$ cat config.mk
export PLATFORM = sky130hd
export DESIGN_NAME = echo_checked_crc8_frame_modem_core
export DESIGN_NICKNAME = d
export VERILOG_FILES = /design/src/hdl/ecm_pkg.sv /design/src/hdl/ecm_front.sv /design/src/hdl/ecm_queue.sv /design/src/hdl/ecm_back.sv /design/src/hdl/echo_checked_crc8_frame_modem_core.sv
export SDC_FILE = /design/constraint.sdc
export NUM_CORES = 1
export LEC_CHECK = 0
export ABC_AREA = 0
export BUFFER_PORTS_ARGS = -buffer_cell sky130_fd_sc_hd__buf_4
export CAP_MARGIN = 20
export CELL_PAD_IN_SITES_DETAIL_PLACEMENT = 0
export CELL_PAD_IN_SITES_GLOBAL_PLACEMENT = 2
export CORE_MARGIN = 3
export CORE_UTILIZATION = 30
export DETAILED_ROUTE_END_ITERATION = 12
export GPL_TIMING_DRIVEN = 0
export PLACE_DENSITY = 0.59
export SYNTH_ARGS = -nofsm -noshare
export SYNTH_HDL_FRONTEND = slang
export SYNTH_SLANG_ARGS = --single-unit
$ cat constraint.sdc
create_clock -name clk -period 4.7 [get_ports clk]
set_clock_uncertainty 0.05 [all_clocks]
set_input_delay 0 -clock clk [delete_from_list [all_inputs] [get_ports clk]]
set_output_delay 0 -clock clk [all_outputs]
set_load 0.005 [all_outputs]
$ cat src/hdl/ecm_pkg.sv
// shared types, codes and crc helper for the frame modem
`timescale 1ns / 1ps
package ecm_pkg;

  typedef struct packed {
    logic [1:0] op;
    logic [7:0] data_in;
  } item_t;

  typedef struct packed {
    logic       tx_valid;
    logic [7:0] tx_byte;
    logic       rd_valid;
    logic [7:0] rd_byte;
    logic       rd_last;
    logic       frame_ready;
    logic       tx_failed;
    logic       rx_indicator;
    logic [2:0] state_code;
  } result_t;

  typedef enum logic [1:0] {
    OP_LINE    = 2'd0,
    OP_TX_DONE = 2'd1,
    OP_LOAD    = 2'd2,
    OP_READ    = 2'd3
  } op_kind_t;

  typedef enum logic [2:0] {
    MD_IDLE   = 3'd0,
    MD_RX_HDR = 3'd1,
    MD_RX_PAY = 3'd2,
    MD_RX_CRC = 3'd3,
    MD_TX_HDR = 3'd4,
    MD_TX_PAY = 3'd5,
    MD_TX_CRC = 3'd6
  } mode_t;

  typedef enum logic [1:0] {
    BK_IDLE = 2'd0,
    BK_EXEC = 2'd1,
    BK_READ = 2'd2
  } back_state_t;

  typedef struct packed {
    logic [7:0] header_first;
    logic [7:0] header_second;
  } cfg_t;

  // classified command as it travels from front to back
  typedef struct packed {
    op_kind_t   kind;
    logic [7:0] data;
    logic       hdr_first_hit;
    logic       hdr_second_hit;
  } cmd_t;

  localparam int CFG_IDX_W = 2;
  localparam logic [CFG_IDX_W-1:0] CFG_HEADER_FIRST  = 2'd0;
  localparam logic [CFG_IDX_W-1:0] CFG_HEADER_SECOND = 2'd1;

  localparam logic [7:0] HEADER_FIRST_RESET  = 8'd170;
  localparam logic [7:0] HEADER_SECOND_RESET = 8'd254;

  localparam logic [7:0] CRC8_POLY = 8'h8C;

  localparam int QUEUE_DEPTH = 2;

  // one byte of reflected crc-8, eight shift steps
  function automatic logic [7:0] crc8_byte(input logic [7:0] crc, input logic [7:0] d);
    logic [7:0] c;
    c = crc ^ d;
    for (int b = 0; b < 8; b++) begin
      c = c[0] ? ((c >> 1) ^ CRC8_POLY) : (c >> 1);
    end
    return c;
  endfunction

endpackage

$ cat src/hdl/ecm_front.sv
// front end: config registers, item intake and header classification
`timescale 1ns / 1ps
module ecm_front (
  input  logic                          clk,
  input  logic                          rst,
  input  logic                          start,
  input  ecm_pkg::item_t                item,
  input  logic                          cfg_we,
  input  logic [ecm_pkg::CFG_IDX_W-1:0] cfg_index,
  input  logic [7:0]                    cfg_data,
  input  logic                          q_full,
  output logic                          push,
  output ecm_pkg::cmd_t                 cmd,
  output ecm_pkg::cfg_t                 cfg
);
  import ecm_pkg::*;

  always_ff @(posedge clk) begin
    if (rst) begin
      cfg.header_first  <= HEADER_FIRST_RESET;
      cfg.header_second <= HEADER_SECOND_RESET;
    end else if (cfg_we) begin
      case (cfg_index)
        CFG_HEADER_FIRST:  cfg.header_first  <= cfg_data;
        CFG_HEADER_SECOND: cfg.header_second <= cfg_data;
        default: ;
      endcase
    end
  end

  assign push = start && !q_full;

  always_comb begin
    cmd.kind           = op_kind_t'(item.op);
    cmd.data           = item.data_in;
    cmd.hdr_first_hit  = (item.data_in == cfg.header_first);
    cmd.hdr_second_hit = (item.data_in == cfg.header_second);
  end

endmodule

$ cat src/hdl/ecm_queue.sv
// short command queue between front and back
`timescale 1ns / 1ps
module ecm_queue (
  input  logic          clk,
  input  logic          rst,
  input  logic          push,
  input  ecm_pkg::cmd_t wr_cmd,
  input  logic          pop,
  output ecm_pkg::cmd_t rd_cmd,
  output logic          empty,
  output logic          full
);
  import ecm_pkg::*;

  localparam int PTR_W = (QUEUE_DEPTH > 1) ? $clog2(QUEUE_DEPTH) : 1;
  localparam int CNT_W = $clog2(QUEUE_DEPTH + 1);
  localparam logic [PTR_W-1:0] LAST_PTR = PTR_W'(QUEUE_DEPTH - 1);

  cmd_t             entries [QUEUE_DEPTH];
  logic [PTR_W-1:0] wr_ptr;
  logic [PTR_W-1:0] rd_ptr;
  logic [CNT_W-1:0] count;
  logic             do_push;
  logic             do_pop;

  assign empty   = (count == '0);
  assign full    = (count == CNT_W'(QUEUE_DEPTH));
  assign do_push = push && !full;
  assign do_pop  = pop && !empty;
  assign rd_cmd  = entries[rd_ptr];

  always_ff @(posedge clk) begin
    if (rst) begin
      wr_ptr <= '0;
      rd_ptr <= '0;
      count  <= '0;
    end else begin
      if (do_push) begin
        wr_ptr <= (wr_ptr == LAST_PTR) ? '0 : wr_ptr + PTR_W'(1);
      end
      if (do_pop) begin
        rd_ptr <= (rd_ptr == LAST_PTR) ? '0 : rd_ptr + PTR_W'(1);
      end
      case ({do_push, do_pop})
        2'b10:   count <= count + CNT_W'(1);
        2'b01:   count <= count - CNT_W'(1);
        default: ;
      endcase
    end
  end

  always_ff @(posedge clk) begin
    if (do_push) begin
      entries[wr_ptr] <= wr_cmd;
    end
  end

endmodule

$ cat src/hdl/ecm_back.sv
// back end: modem state, frame and send stores, result register
`timescale 1ns / 1ps
module ecm_back #(
  parameter int PAYLOAD_BYTES = 16,
  parameter int RX_FRAMES     = 4
) (
  input  logic             clk,
  input  logic             rst,
  input  ecm_pkg::cmd_t    cmd,
  input  logic             q_empty,
  output logic             q_pop,
  input  ecm_pkg::cfg_t    cfg,
  output logic             res_valid,
  output ecm_pkg::result_t res
);
  import ecm_pkg::*;

  localparam int CNT_W    = $clog2(PAYLOAD_BYTES + 1);
  localparam int SA_W     = (PAYLOAD_BYTES > 1) ? $clog2(PAYLOAD_BYTES) : 1;
  localparam int SL_W     = $clog2(RX_FRAMES);
  localparam int FS_DEPTH = RX_FRAMES * PAYLOAD_BYTES;
  localparam int FA_W     = $clog2(FS_DEPTH);
  localparam logic [CNT_W-1:0] PAY_CNT   = CNT_W'(PAYLOAD_BYTES);
  localparam logic [CNT_W-1:0] LAST_IDX  = CNT_W'(PAYLOAD_BYTES - 1);
  localparam logic [SL_W-1:0]  LAST_SLOT = SL_W'(RX_FRAMES - 1);
  localparam logic [FA_W-1:0]  SLOT_LEN  = FA_W'(PAYLOAD_BYTES);
  localparam logic             MULTI     = (PAYLOAD_BYTES > 1);

  back_state_t bk_state, bk_state_next;
  cmd_t        cur, cur_next;
  mode_t       mode, mode_next;
  logic [SL_W-1:0]  active_slot, active_slot_next;
  logic [SL_W-1:0]  oldest_slot, oldest_slot_next;
  logic [CNT_W-1:0] rx_index, rx_index_next;
  logic [7:0]       rx_crc, rx_crc_next;
  logic [CNT_W-1:0] tx_index, tx_index_next;
  logic [CNT_W-1:0] load_index, load_index_next;
  logic [7:0]       send_crc, send_crc_next;
  logic             fail_flag, fail_flag_next;
  logic [7:0]       last_sent, last_sent_next;
  logic             echo_seen, echo_seen_next;
  logic             indicator, indicator_next;
  logic [CNT_W-1:0] rd_cnt, rd_cnt_next;
  logic [FA_W-1:0]  rd_ptr, rd_ptr_next;
  logic             res_valid_next;
  result_t          res_next;

  logic [7:0]      frame_mem [FS_DEPTH];
  logic [7:0]      fs_q;
  logic            fs_we, fs_re;
  logic [FA_W-1:0] fs_waddr, fs_raddr;
  logic [7:0]      send_mem [PAYLOAD_BYTES];
  logic [7:0]      ss_q;
  logic            ss_we, ss_re;
  logic [SA_W-1:0] ss_waddr, ss_raddr;

  logic            frame_ready_now;
  logic            read_hit;
  logic            emit_en;
  logic [7:0]      emit_v;
  logic [CNT_W-1:0] rx_inc, tx_inc, load_inc;
  logic [FA_W-1:0] oldest_base, active_base;
  logic [7:0]      load_crc_in;

  assign frame_ready_now = (oldest_slot != active_slot);
  assign read_hit        = (cur.kind == OP_READ) && frame_ready_now;
  assign rx_inc          = rx_index + CNT_W'(1);
  assign tx_inc          = tx_index + CNT_W'(1);
  assign load_inc        = load_index + CNT_W'(1);
  assign oldest_base     = FA_W'(oldest_slot) * SLOT_LEN;
  assign active_base     = FA_W'(active_slot) * SLOT_LEN;
  assign load_crc_in     = (load_index == '0) ? 8'h00 : send_crc;

  always_comb begin
    bk_state_next = bk_state;
    case (bk_state)
      BK_IDLE: if (!q_empty) bk_state_next = BK_EXEC;
      BK_EXEC: bk_state_next = (read_hit && MULTI) ? BK_READ : BK_IDLE;
      BK_READ: if (rd_cnt == LAST_IDX) bk_state_next = BK_IDLE;
      default: bk_state_next = BK_IDLE;
    endcase
  end

  always_comb begin
    cur_next         = cur;
    mode_next        = mode;
    active_slot_next = active_slot;
    oldest_slot_next = oldest_slot;
    rx_index_next    = rx_index;
    rx_crc_next      = rx_crc;
    tx_index_next    = tx_index;
    load_index_next  = load_index;
    send_crc_next    = send_crc;
    fail_flag_next   = fail_flag;
    last_sent_next   = last_sent;
    echo_seen_next   = echo_seen;
    indicator_next   = indicator;
    rd_cnt_next      = rd_cnt;
    rd_ptr_next      = rd_ptr;
    res_valid_next   = 1'b0;
    res_next         = res;
    q_pop            = 1'b0;
    fs_we            = 1'b0;
    fs_waddr         = active_base + FA_W'(rx_index[SA_W-1:0]);
    fs_re            = 1'b0;
    fs_raddr         = oldest_base;
    ss_we            = 1'b0;
    ss_waddr         = load_index[SA_W-1:0];
    ss_re            = 1'b0;
    ss_raddr         = tx_index[SA_W-1:0];
    emit_en          = 1'b0;
    emit_v           = 8'h00;

    case (bk_state)
      BK_IDLE: begin
        if (!q_empty) begin
          // fetch the store words this item may need
          q_pop    = 1'b1;
          cur_next = cmd;
          ss_re    = (tx_index < PAY_CNT);
          fs_re    = 1'b1;
        end
      end

      BK_EXEC: begin
        case (cur.kind)
          OP_LINE: begin
            case (mode)
              MD_IDLE: begin
                if (cur.hdr_first_hit) begin
                  mode_next      = MD_RX_HDR;
                  indicator_next = 1'b1;
                end
              end
              MD_RX_HDR: begin
                if (cur.hdr_second_hit) begin
                  mode_next     = MD_RX_PAY;
                  rx_index_next = '0;
                  rx_crc_next   = 8'h00;
                end else begin
                  mode_next = MD_IDLE;
                end
              end
              MD_RX_PAY: begin
                fs_we         = 1'b1;
                rx_crc_next   = crc8_byte(rx_crc, cur.data);
                rx_index_next = rx_inc;
                if (rx_inc >= PAY_CNT) mode_next = MD_RX_CRC;
              end
              MD_RX_CRC: begin
                if (cur.data == rx_crc) begin
                  active_slot_next = (active_slot == LAST_SLOT) ? '0 : active_slot + SL_W'(1);
                end
                indicator_next = 1'b0;
                mode_next      = MD_IDLE;
              end
              default: begin
                // echo check while sending
                if (cur.data != last_sent) begin
                  mode_next      = MD_IDLE;
                  fail_flag_next = 1'b1;
                end else begin
                  echo_seen_next = 1'b1;
                end
              end
            endcase
          end

          OP_TX_DONE: begin
            if (echo_seen) begin
              case (mode)
                MD_TX_HDR: begin
                  emit_en       = 1'b1;
                  emit_v        = cfg.header_second;
                  mode_next     = MD_TX_PAY;
                  tx_index_next = '0;
                end
                MD_TX_PAY: begin
                  emit_en       = 1'b1;
                  emit_v        = (tx_index < PAY_CNT) ? ss_q : 8'h00;
                  tx_index_next = tx_inc;
                  if (tx_inc >= PAY_CNT) mode_next = MD_TX_CRC;
                end
                MD_TX_CRC: begin
                  emit_en   = 1'b1;
                  emit_v    = send_crc;
                  mode_next = MD_IDLE;
                end
                default: ;
              endcase
            end else begin
              fail_flag_next = 1'b1;
              mode_next      = MD_IDLE;
            end
          end

          OP_LOAD: begin
            if (mode != MD_IDLE) begin
              fail_flag_next  = 1'b1;
              load_index_next = '0;
            end else begin
              ss_we           = 1'b1;
              send_crc_next   = crc8_byte(load_crc_in, cur.data);
              load_index_next = load_inc;
              if (load_inc >= PAY_CNT) begin
                load_index_next = '0;
                tx_index_next   = '0;
                mode_next       = MD_TX_HDR;
                fail_flag_next  = 1'b0;
                emit_en         = 1'b1;
                emit_v          = cfg.header_first;
              end
            end
          end

          OP_READ: begin
            if (frame_ready_now) begin
              oldest_slot_next = (oldest_slot == LAST_SLOT) ? '0 : oldest_slot + SL_W'(1);
              rd_cnt_next      = CNT_W'(1);
              fs_re            = MULTI;
              fs_raddr         = oldest_base + FA_W'(1);
              rd_ptr_next      = oldest_base + FA_W'(2);
            end
          end

          default: ;
        endcase

        if (emit_en) begin
          echo_seen_next = 1'b0;
          last_sent_next = emit_v;
        end

        res_valid_next        = 1'b1;
        res_next.tx_valid     = emit_en;
        res_next.tx_byte      = emit_v;
        res_next.rd_valid     = read_hit;
        res_next.rd_byte      = read_hit ? fs_q : 8'h00;
        res_next.rd_last      = !read_hit || !MULTI;
        res_next.frame_ready  = (oldest_slot_next != active_slot_next);
        res_next.tx_failed    = fail_flag_next;
        res_next.rx_indicator = indicator_next;
        res_next.state_code   = mode_next;
      end

      BK_READ: begin
        if (rd_cnt != LAST_IDX) begin
          fs_re       = 1'b1;
          fs_raddr    = rd_ptr;
          rd_ptr_next = rd_ptr + FA_W'(1);
          rd_cnt_next = rd_cnt + CNT_W'(1);
        end
        res_valid_next        = 1'b1;
        res_next.tx_valid     = 1'b0;
        res_next.tx_byte      = 8'h00;
        res_next.rd_valid     = 1'b1;
        res_next.rd_byte      = fs_q;
        res_next.rd_last      = (rd_cnt == LAST_IDX);
        res_next.frame_ready  = frame_ready_now;
        res_next.tx_failed    = fail_flag;
        res_next.rx_indicator = indicator;
        res_next.state_code   = mode;
      end

      default: ;
    endcase
  end

  always_ff @(posedge clk) begin
    if (rst) begin
      bk_state    <= BK_IDLE;
      mode        <= MD_IDLE;
      active_slot <= '0;
      oldest_slot <= '0;
      rx_index    <= '0;
      rx_crc      <= 8'h00;
      tx_index    <= '0;
      load_index  <= '0;
      send_crc    <= 8'h00;
      fail_flag   <= 1'b0;
      last_sent   <= 8'h00;
      echo_seen   <= 1'b0;
      indicator   <= 1'b1;
      rd_cnt      <= '0;
      rd_ptr      <= '0;
      res_valid   <= 1'b0;
    end else begin
      bk_state    <= bk_state_next;
      mode        <= mode_next;
      active_slot <= active_slot_next;
      oldest_slot <= oldest_slot_next;
      rx_index    <= rx_index_next;
      rx_crc      <= rx_crc_next;
      tx_index    <= tx_index_next;
      load_index  <= load_index_next;
      send_crc    <= send_crc_next;
      fail_flag   <= fail_flag_next;
      last_sent   <= last_sent_next;
      echo_seen   <= echo_seen_next;
      indicator   <= indicator_next;
      rd_cnt      <= rd_cnt_next;
      rd_ptr      <= rd_ptr_next;
      res_valid   <= res_valid_next;
    end
  end

  always_ff @(posedge clk) begin
    cur <= cur_next;
    res <= res_next;
  end

  always_ff @(posedge clk) begin
    if (fs_we) frame_mem[fs_waddr] <= cur.data;
    if (fs_re) fs_q <= frame_mem[fs_raddr];
  end

  always_ff @(posedge clk) begin
    if (ss_we) send_mem[ss_waddr] <= cur.data;
    if (ss_re) ss_q <= send_mem[ss_raddr];
  end

endmodule

$ cat src/hdl/echo_checked_crc8_frame_modem_core.sv
// top level of the echo checked crc-8 frame modem
`timescale 1ns / 1ps
// usage
// - input channel: an item (op, data_in) is taken at a rising edge with start high and
//   busy low; busy rises only while the two-entry command queue is full
// - config port: cfg_we with cfg_index 0 (header_first) or 1 (header_second) and cfg_data
//   writes a header byte at once; other indexes are ignored; write only while idle
// - result channel: res_valid is high for one cycle per result item and res carries it;
//   the receiver cannot stall, so each result is taken in the cycle it shows
// - timing: with the back end free, a taken item goes into the queue, is popped with its
//   store fetch, is executed, and its first result comes from the result register
// - the back end handles an item in two steps (store fetch, then execute) and pops the
//   following item only after that; a read of a ready frame streams PAYLOAD_BYTES results
//   on back to back cycles and holds the back end until the last one
// - the queue lets the front keep taking items while the back end streams a frame
// - reset (rst, synchronous) empties the queue, returns the modem to idle with the
//   indicator high and restores both header bytes; the stores are not cleared and
//   no clearing pass runs, so items are taken from the first cycle after reset
module echo_checked_crc8_frame_modem_core #(
  parameter int PAYLOAD_BYTES = 16,
  parameter int RX_FRAMES     = 4
) (
  input  logic                          clk,
  input  logic                          rst,
  input  logic                          start,
  output logic                          busy,
  input  ecm_pkg::item_t                item,
  input  logic                          cfg_we,
  input  logic [ecm_pkg::CFG_IDX_W-1:0] cfg_index,
  input  logic [7:0]                    cfg_data,
  output logic                          res_valid,
  output ecm_pkg::result_t              res
);
  import ecm_pkg::*;

  // front to queue
  logic push;
  cmd_t front_cmd;
  cfg_t cfg;

  // queue to back
  logic q_full;
  logic q_empty;
  logic q_pop;
  cmd_t q_cmd;

  // intake, header match against the live config
  ecm_front u_front (
    .clk       (clk),
    .rst       (rst),
    .start     (start),
    .item      (item),
    .cfg_we    (cfg_we),
    .cfg_index (cfg_index),
    .cfg_data  (cfg_data),
    .q_full    (q_full),
    .push      (push),
    .cmd       (front_cmd),
    .cfg       (cfg)
  );

  // decouples intake from execution
  ecm_queue u_queue (
    .clk    (clk),
    .rst    (rst),
    .push   (push),
    .wr_cmd (front_cmd),
    .pop    (q_pop),
    .rd_cmd (q_cmd),
    .empty  (q_empty),
    .full   (q_full)
  );

  // busy is the queue being full
  assign busy = q_full;

  // modem state machine, frame ring and send buffer
  ecm_back #(
    .PAYLOAD_BYTES (PAYLOAD_BYTES),
    .RX_FRAMES     (RX_FRAMES)
  ) u_back (
    .clk       (clk),
    .rst       (rst),
    .cmd       (q_cmd),
    .q_empty   (q_empty),
    .q_pop     (q_pop),
    .cfg       (cfg),
    .res_valid (res_valid),
    .res       (res)
  );

endmodule

==> results of run 1 <==
[layer usage]
| metal | up-vias | GRT usage | share of wire |
|---|---|---|---|
| met3 | 147 | 0.0203 | 0.038 |
| li1 | 8920 | - | - |
| met2 | 508 | 0.288 | 0.49 |
| met1 | 10100 | 0.220 | 0.43 |
| met5 | - | 0 | 0.00013 |
| met4 | 2 | 0.0600 | 0.035 |
[cell type report]
type                    count  area [um2]  area share
clock buffers             102        2250      0.0574
multi-input cells        1277        9290       0.236
clock inverters            55         512      0.0130
flip-flops and latches    800       23200       0.590
well taps                1476        1850      0.0470
repair buffers            116        1580      0.0402
plain buffers             119         554      0.0141
inverters                  21        78.8     0.00201
[worst max-delay path, stage by stage (launching register included)]
cell	delay (ns)
dfxtp_1	0.38
inv_1	0.09
ha_2	0.46
buf_2	0.25
nand4b_1	0.37
buf_2	0.37
buf_2	0.36
buf_1	0.56
nand2_1	0.11
nand3_1	0.12
a21oi_1	0.13
o32a_1	0.39
o32ai_1	0.55
[stage by stage]
stage | util | TNS, ns | instance area (um2) | hold WS [ns] | setup WS (ns)
after floorplan | - | 0 | 33100 | 0.0489 | 1.15
after global placement | 0.323 | -17.58 | 35300 | 0.144 | -1.32
after detailed placement | 0.331 | -4.79 | 36200 | 0.148 | -0.815
after CTS | 0.360 | 0 | 39300 | 0.0190 | 0.000347
after global routing | 0.360 | 0 | 39300 | 0.0361 | 0.00626
final | 0.360 | 0 | 39300 | 0.0618 | 0.193
[sequential cells by signal, indices dropped and copies added (netlist names), 8 cells and up]
signal	count
u_back.cur	12
u_back.frame_mem	512
u_back.fs_q	8
u_back.last_sent	8
u_back.res	25
u_back.rx_crc	8
u_back.send_crc	8
u_back.send_mem	128
u_back.ss_q	8
u_front.cfg	16
u_queue.entries	24
[power groups by stage]
| stage | sequential, uW | clock [uW] | combinational (uW) |
|---|---|---|---|
| floorplan | 9460 | 0 | 1230 |
| global placement | 10200 | 0 | 1820 |
| detailed placement | 9260 | 0 | 3400 |
| global route | 9140 | 7180 | 3640 |
| finish | 9110 | 6730 | 3360 |
| CTS | 9120 | 6910 | 3430 |
[layout by cell type (no fill, tap or decap), drive strengths merged, types with 8 or more instances in the layout]
master       count
edfxtp         717
nand2          214
nor2           194
clkbuf         172
mux2i          142
buf            138
nand3          100
dfxtp           83
a21oi           72
xnor2           57
mux4            56
mux2            55
clkinv          39
a221oi          37
o21ai           30
nor3            30
dlygate4sd3     26
xor2            25
ha              24
a211oi          24
inv             23
and3            22
nor2b           16
nand3b          15
a22oi           13
nand4           13
a31oi           11
or3              9
bufinv           9
and2             9
o2111ai          8
a31o             8
o22ai            8
a2111oi          8
[synth_stat cells, drive strengths merged, types with 7 or more instances]
| library cell | n |
|---|---|
| a21oi | 72 |
| nand3 | 100 |
| clkbuf | 68 |
| o32a | 7 |
| o221ai | 7 |
| nand2 | 214 |
| a2111oi | 8 |
| mux2i | 142 |
| inv | 20 |
| ha | 24 |
| dfxtp | 83 |
| a221oi | 37 |
| o22ai | 8 |
| and2 | 9 |
| a31o | 8 |
| nand2b | 7 |
| a211oi | 24 |
| nand3b | 15 |
| nor2b | 16 |
| o2111ai | 8 |
| o32ai | 7 |
| nand4 | 13 |
| nor3 | 30 |
| mux4 | 56 |
| mux2 | 55 |
| or3 | 9 |
| a31oi | 11 |
| a311oi | 7 |
| a22oi | 13 |
| xnor2 | 57 |
| buf | 52 |
| o21ai | 30 |
| xor2 | 25 |
| nor2 | 194 |
| edfxtp | 717 |
| and3 | 22 |
[final timing paths]
path                            from                endpoint
setup / recovery  u_back.bk_state[0]          u_back.fs_q[4]
hold / removal               item[9]  u_queue.entries[1][11]
setup reg to reg  u_back.bk_state[0]          u_back.fs_q[4]
hold reg to reg     u_back.rd_cnt[4]        u_back.rd_cnt[4]
[kinds of logic after synthesis]
family	synth area share
DFF	0.702
and+or+nand+nor	0.0881
AOI/OAI and AO/OA	0.0597
muxes	0.100
buffers and inverters	0.0185
xor gates and xnor gates	0.0226
adders and majority gates	0.00909
[what timing repair did]
action                                 CTS  global route
resized for setup                       11            15
gates cloned                             0             0
hold buffers                            26             0
pin swaps                                2             0
buffers inserted                         5             0
endpoints found under the hold margin   43             0
setup endpoints to repair                8             7
==> metrics, run 1 <==
Worst VDD drop around 0.29 mV; largest net degree at the start of global routing 31; fraction of registers with async set/reset 0; # DRC 0; Sw Ratio 0.269; root buffer cell clkbuf_16; clk sinks 800; outcome completed; Clk pwr share 0.351; Core ar. around 110000 um2; Final #Nets between 2000 and 2500; Reg2Reg Depth 12; initial antenna violation count 1; Final min period 4.51 ns; Inserted Clock Buffers 87; Main synth FF type edfxtp_1; CP Capture Type register; min-delay worst type input port to register; Die ar. 114000 um2; Pleak about 0.013 uW; sequential-to-total area share from yosys stat 0.702; final slew viol count 0; final setup vio count 0; row count 121; power share of the combinational group 0.175; Synth Net Count 2266; final worst-path cycle share 0.959; MaxCap Viol Count 0; initial core utilization 0.303; Seq pwr share 0.474; DIE WIDTH 338 um; detailed placer's ending HPWL 68600 um; wire per inst about 24 um; diodes inserted 0; Post-synth EDFFs about 720; critical path class register to register; via/cell ratio just under 5; area delta synth->final 18.9%; GRT overflow 0; 1st-iter DRT viols about 1500; WHS Path Cells 2; Worst-Margin Slew 1.03 ns; fin cells just under 4000; mean post-synth cell area roughly 15 um2; RSZ-0062 raised after global routing false; First-pass DRT Iterations 5; Synth cell types 73; Worst-Skew Late Latency 0.65 ns; post-synthesis register bit count 800; global placement routability congestion 0.823; clock slew at reported path FFs roughly 0.06 ns; Post-Place Cells between 3000 and 4000; Synth warnings 0; final wirelength 96600 um; R2R setup slack ~0.19 ns; Longest Clk Path Bufs 3; gr usage total 0.168; H-tree levels 3; fmax 222 MHz; Critical Path AT slightly below 5 ns; CTS tree built; Syn Inst Count about 2200; CP required about 5 ns; synth top area cells edfxtp_1 65%, dfxtp_1 5.0%, mux2i_1 4.3%, mux4_2 3.6%, nand2_1 2.4%; io pins 51; net switching power 5170 uW; relative slew slack 0.313; post-route ant nets 0; PortBufs 49; vias in the first global route 19800; fillers 10400; CP Launch Type register; Hold Violations, Final 0; die extent in y 338 um; pwr dens 488 nW/um2; layout cells sized above 1 0.161; global-route wire length before repair 139000 um; crit path max fanout 12; share of the synthesized area in the top cell type 0.651; Vias 19700; Synth area leader edfxtp_1; Synth Cell Area 33100 um2; Power, Total 19200 uW; Internal Power 14000 uW
Power figures use the tool's default switching activity.
==> run 2: changes to the inputs <==
--- a/config.mk
+++ b/config.mk
@@ -11,10 +11,11 @@
 export CELL_PAD_IN_SITES_DETAIL_PLACEMENT = 0
 export CELL_PAD_IN_SITES_GLOBAL_PLACEMENT = 2
 export CORE_MARGIN = 3
-export CORE_UTILIZATION = 30
+export CORE_UTILIZATION = 46
 export DETAILED_ROUTE_END_ITERATION = 12
 export GPL_TIMING_DRIVEN = 0
-export PLACE_DENSITY = 0.59
+export PLACE_DENSITY = 0.83
 export SYNTH_ARGS = -nofsm -noshare
 export SYNTH_HDL_FRONTEND = slang
+export SYNTH_HIERARCHICAL = 1
 export SYNTH_SLANG_ARGS = --single-unit
==> run 2 against run 1 <==
Compared with the run above:
- synthesized cell count grew 3.4%
- register-to-register slack lost 0.09 ns
- hold slack is essentially flat
- maximum frequency shrank 2.0%
- utilization grew 18 points
- routed wire length shrank 9.0%
- combinational power is essentially flat
- critical path depth shrank 2
- worst setup slack lost 0.094 ns
- final cell count shrank 12%
- via count grew 2.8%
==> metrics, run 2 <==
outcome completed; PortBufs 48; Synth Net Count between 2000 and 2500; relative slew slack 0.229; mean post-synth cell area approximately 14 um2; crit path buf inv count 4; WHS Path Cells 2; critical path class register to register; Pleak 0.0125 uW; net switching power 5000 uW; vias in the first global route 20000; Syn Inst Count approximately 2300; H-tree levels 3; Final #Nets around 2500; fin cells 3498; synth top area cells edfxtp_1 65%, mux2i_1 5.6%, dfxtp_1 5.1%, mux4_2 3.5%, nand2_1 2.9%; # DRC 0; most frequent cell after synthesis edfxtp_1; final instance area 38500 um2; root buffer cell clkbuf_16; Worst VDD drop 0.405 mV; layout cells sized above 1 0.126; max FFs per register slightly above 500; GRT overflow 0; power share of the combinational group 0.182; Sum Neg Setup Slack 0 ns; final worst-path cycle share 0.979; diodes inserted 0; Worst-Margin Slew between 1 and 1.5 ns; die extent in y ~270 um; Hold Violations, Final 0; commonest cells after routing, fill and taps aside 717 x edfxtp_1, 258 x nand2_1, 203 x nor2_1; clk sinks 801; Hold Startpoint item[8]; initial core utilization 0.469; min-delay worst type input port to register; post-synthesis register bit count 801; Synth Cell Area ~33000 um2; Inserted Clock Buffers 81; Post-Place Cells 3319; Seq pwr share 0.488; RR Endpoint u_back/fs_q[2]; Final min period between 4 and 5 ns; via/cell ratio between 5 and 6; Synth area leader edfxtp_1; crit path max fanout 19; met2 wire len roughly 40000 um; final hold slack 0.0614 ns; Clk pwr share 0.330; global-route wire length before repair 130000 um; final setup vio count 0; Largest regs u_back/frame_mem: 512 flops, u_back/send_mem: 128 flops, u_back/res: 25 flops; pwr dens around 480 nW/um2; detailed placer's ending HPWL about 62000 um; global placement routability congestion 0.881; Reg2Reg Depth 10; Sw Ratio 0.268; DP Area 35600 um2; Post-synth top cells 717 x edfxtp_1, 258 x nand2_1, 203 x nor2_1; Min-Delay Endpoint u_queue/entries[1][10]; CP Capture Type register; Main synth FF type edfxtp_1; Crit-path slowest cell clkbuf_1; Longest Clk Path Bufs 3; RSZ-0062 raised after global routing false; Top reg by flops u_back/frame_mem; initial antenna violation count 1; R2R setup slack 0.1 ns; Post-synth EDFFs 717; Post-CTS Setup Bufs 0; largest family of logic cells by synthesized area multiplexers; Internal Power 13600 uW; critical path's top delay family buffers and inverters; clock slew at reported path FFs 0.06 ns; io pins 51; Simple-Gate Fraction of Synth Area 0.0881; sequential-to-total area share from yosys stat 0.700; Synth Area in XOR/XNOR 0.0220; Die ar. 75400 um2; First-pass DRT Iterations 5; fraction of registers with async set/reset 0; MaxCap Viol Count 0; Synth warnings 6; slowest stage delay, CP 0.74 ns; final wirelength between 80000 and 90000 um; Vias 20200; compound-gate portion of the synthesized area 0.0638; Top Metal Used met5; CP required 4.98 ns; final slew viol count 0; most common cell after layout, fill and taps aside edfxtp_1; Synth cell types 65; post-route ant nets 0; CP Launch Type register; wire per inst 25.1 um; largest net degree at the start of global routing 31; Met1 Wirelength 39000 um; CTS tree built; Power, Total 18600 uW; share of the synthesized area in the top cell type 0.649; Core ar. 70800 um2; Critical Path AT 4.88 ns; DIE WIDTH 275 um; fmax 217 MHz; row count 97; Critical Path, Cell by Cell inv_1 -> ha_2 -> buf_16 -> nand4b_1 -> clkbuf_1 -> clkbuf_1 -> nand2_1 -> a21oi_1 -> o21ai_0 -> o32ai_1; CP dominant cell by count clkbuf_1; RR Startpoint u_back/bk_state[0]; routed wl met3 7640 um; mux contribution to synthesized area 0.0968; area delta synth->final 16.0%; Worst-Skew Late Latency around 0.62 ns; gr usage total 0.235; 1st-iter DRT viols 2214; synthesized-area fraction occupied by adder cells 0.00905
run 2: logic make-up after synthesis:
group	Yosys count
fa+ha+maj	24
simple gates	657
compound gates	322
flops	801
mux	254
buf+inv	155
xor+xnor	81
run 2: final cells by class:
cell class	instances	area (um2)
plain buffers	131	609
clock buffers	105	2160
clock inverters	43	359
fillers	5664	32300
inverters	21	78.8
multi-input cells	1338	9300
flip-flops and latches	801	23200
well taps	940	1180
repair buffers	119	1580
run 2: per-layer routing:
layer	GRT usage	vias to the layer above
met4	0.0664	2
met2	0.355	841
li1	-	9063
met1	0.348	10200
met3	0.0477	123
met5	0	-
run 2: per-stage QoR:
stage | utilization | worst slack [ns]
6_report | 0.544 | 0.0993
5_1_grt | 0.544 | 0.00504
4_1_cts | 0.544 | 0.0425
3_5_place_dp | 0.503 | -0.561
3_3_place_gp | 0.491 | -0.871
2_1_floorplan | - | 1.17
run 2: what timing repair did:
action	in CTS	in global routing
hold buffers	34	0
setup endpoints to repair	8	6
gates resized for setup	5	15
endpoints found under the hold margin	45	0
run 2: how the worst max path moves through the flow:
stage | endpoint | startpoint | depth (start not counted) | slack [ns]
after floorplan | u_back/fs_q[5] | u_back/bk_state[0] | 10 | 1.17
after global placement | u_back/fs_q[3] | u_back/bk_state[0] | 9 | -0.87
after detailed placement | u_back/fs_q[3] | u_back/bk_state[1] | 12 | -0.56
after CTS | u_back/fs_q[3] | u_back/bk_state[0] | 11 | 0.04
after global routing | u_back/fs_q[0] | u_back/rd_cnt[0] | 13 | 0.005
final | u_back/fs_q[2] | u_back/bk_state[0] | 10 | 0.1
run 2: worst register-to-register path: cells and delay by family (launching register included):
kind	cells	cell delay (ns)
simple gates	2	0.62
flops	1	0.39
buf+inv	4	1.68
fa+ha+maj	1	0.45
compound gates	3	1.13
run 2: power by group through the flow:
| stage | Combinational [uW] | Sequential, uW | Clock, uW |
|---|---|---|---|
| 2_1_floorplan | 1270 | 9490 | 0 |
| 3_5_place_dp | 3340 | 9230 | 0 |
| 4_1_cts | 3380 | 9090 | 6270 |
| 3_3_place_gp | 1810 | 10100 | 0 |
| 6_report | 3390 | 9080 | 6150 |
| 5_1_grt | 3640 | 9110 | 6580 |
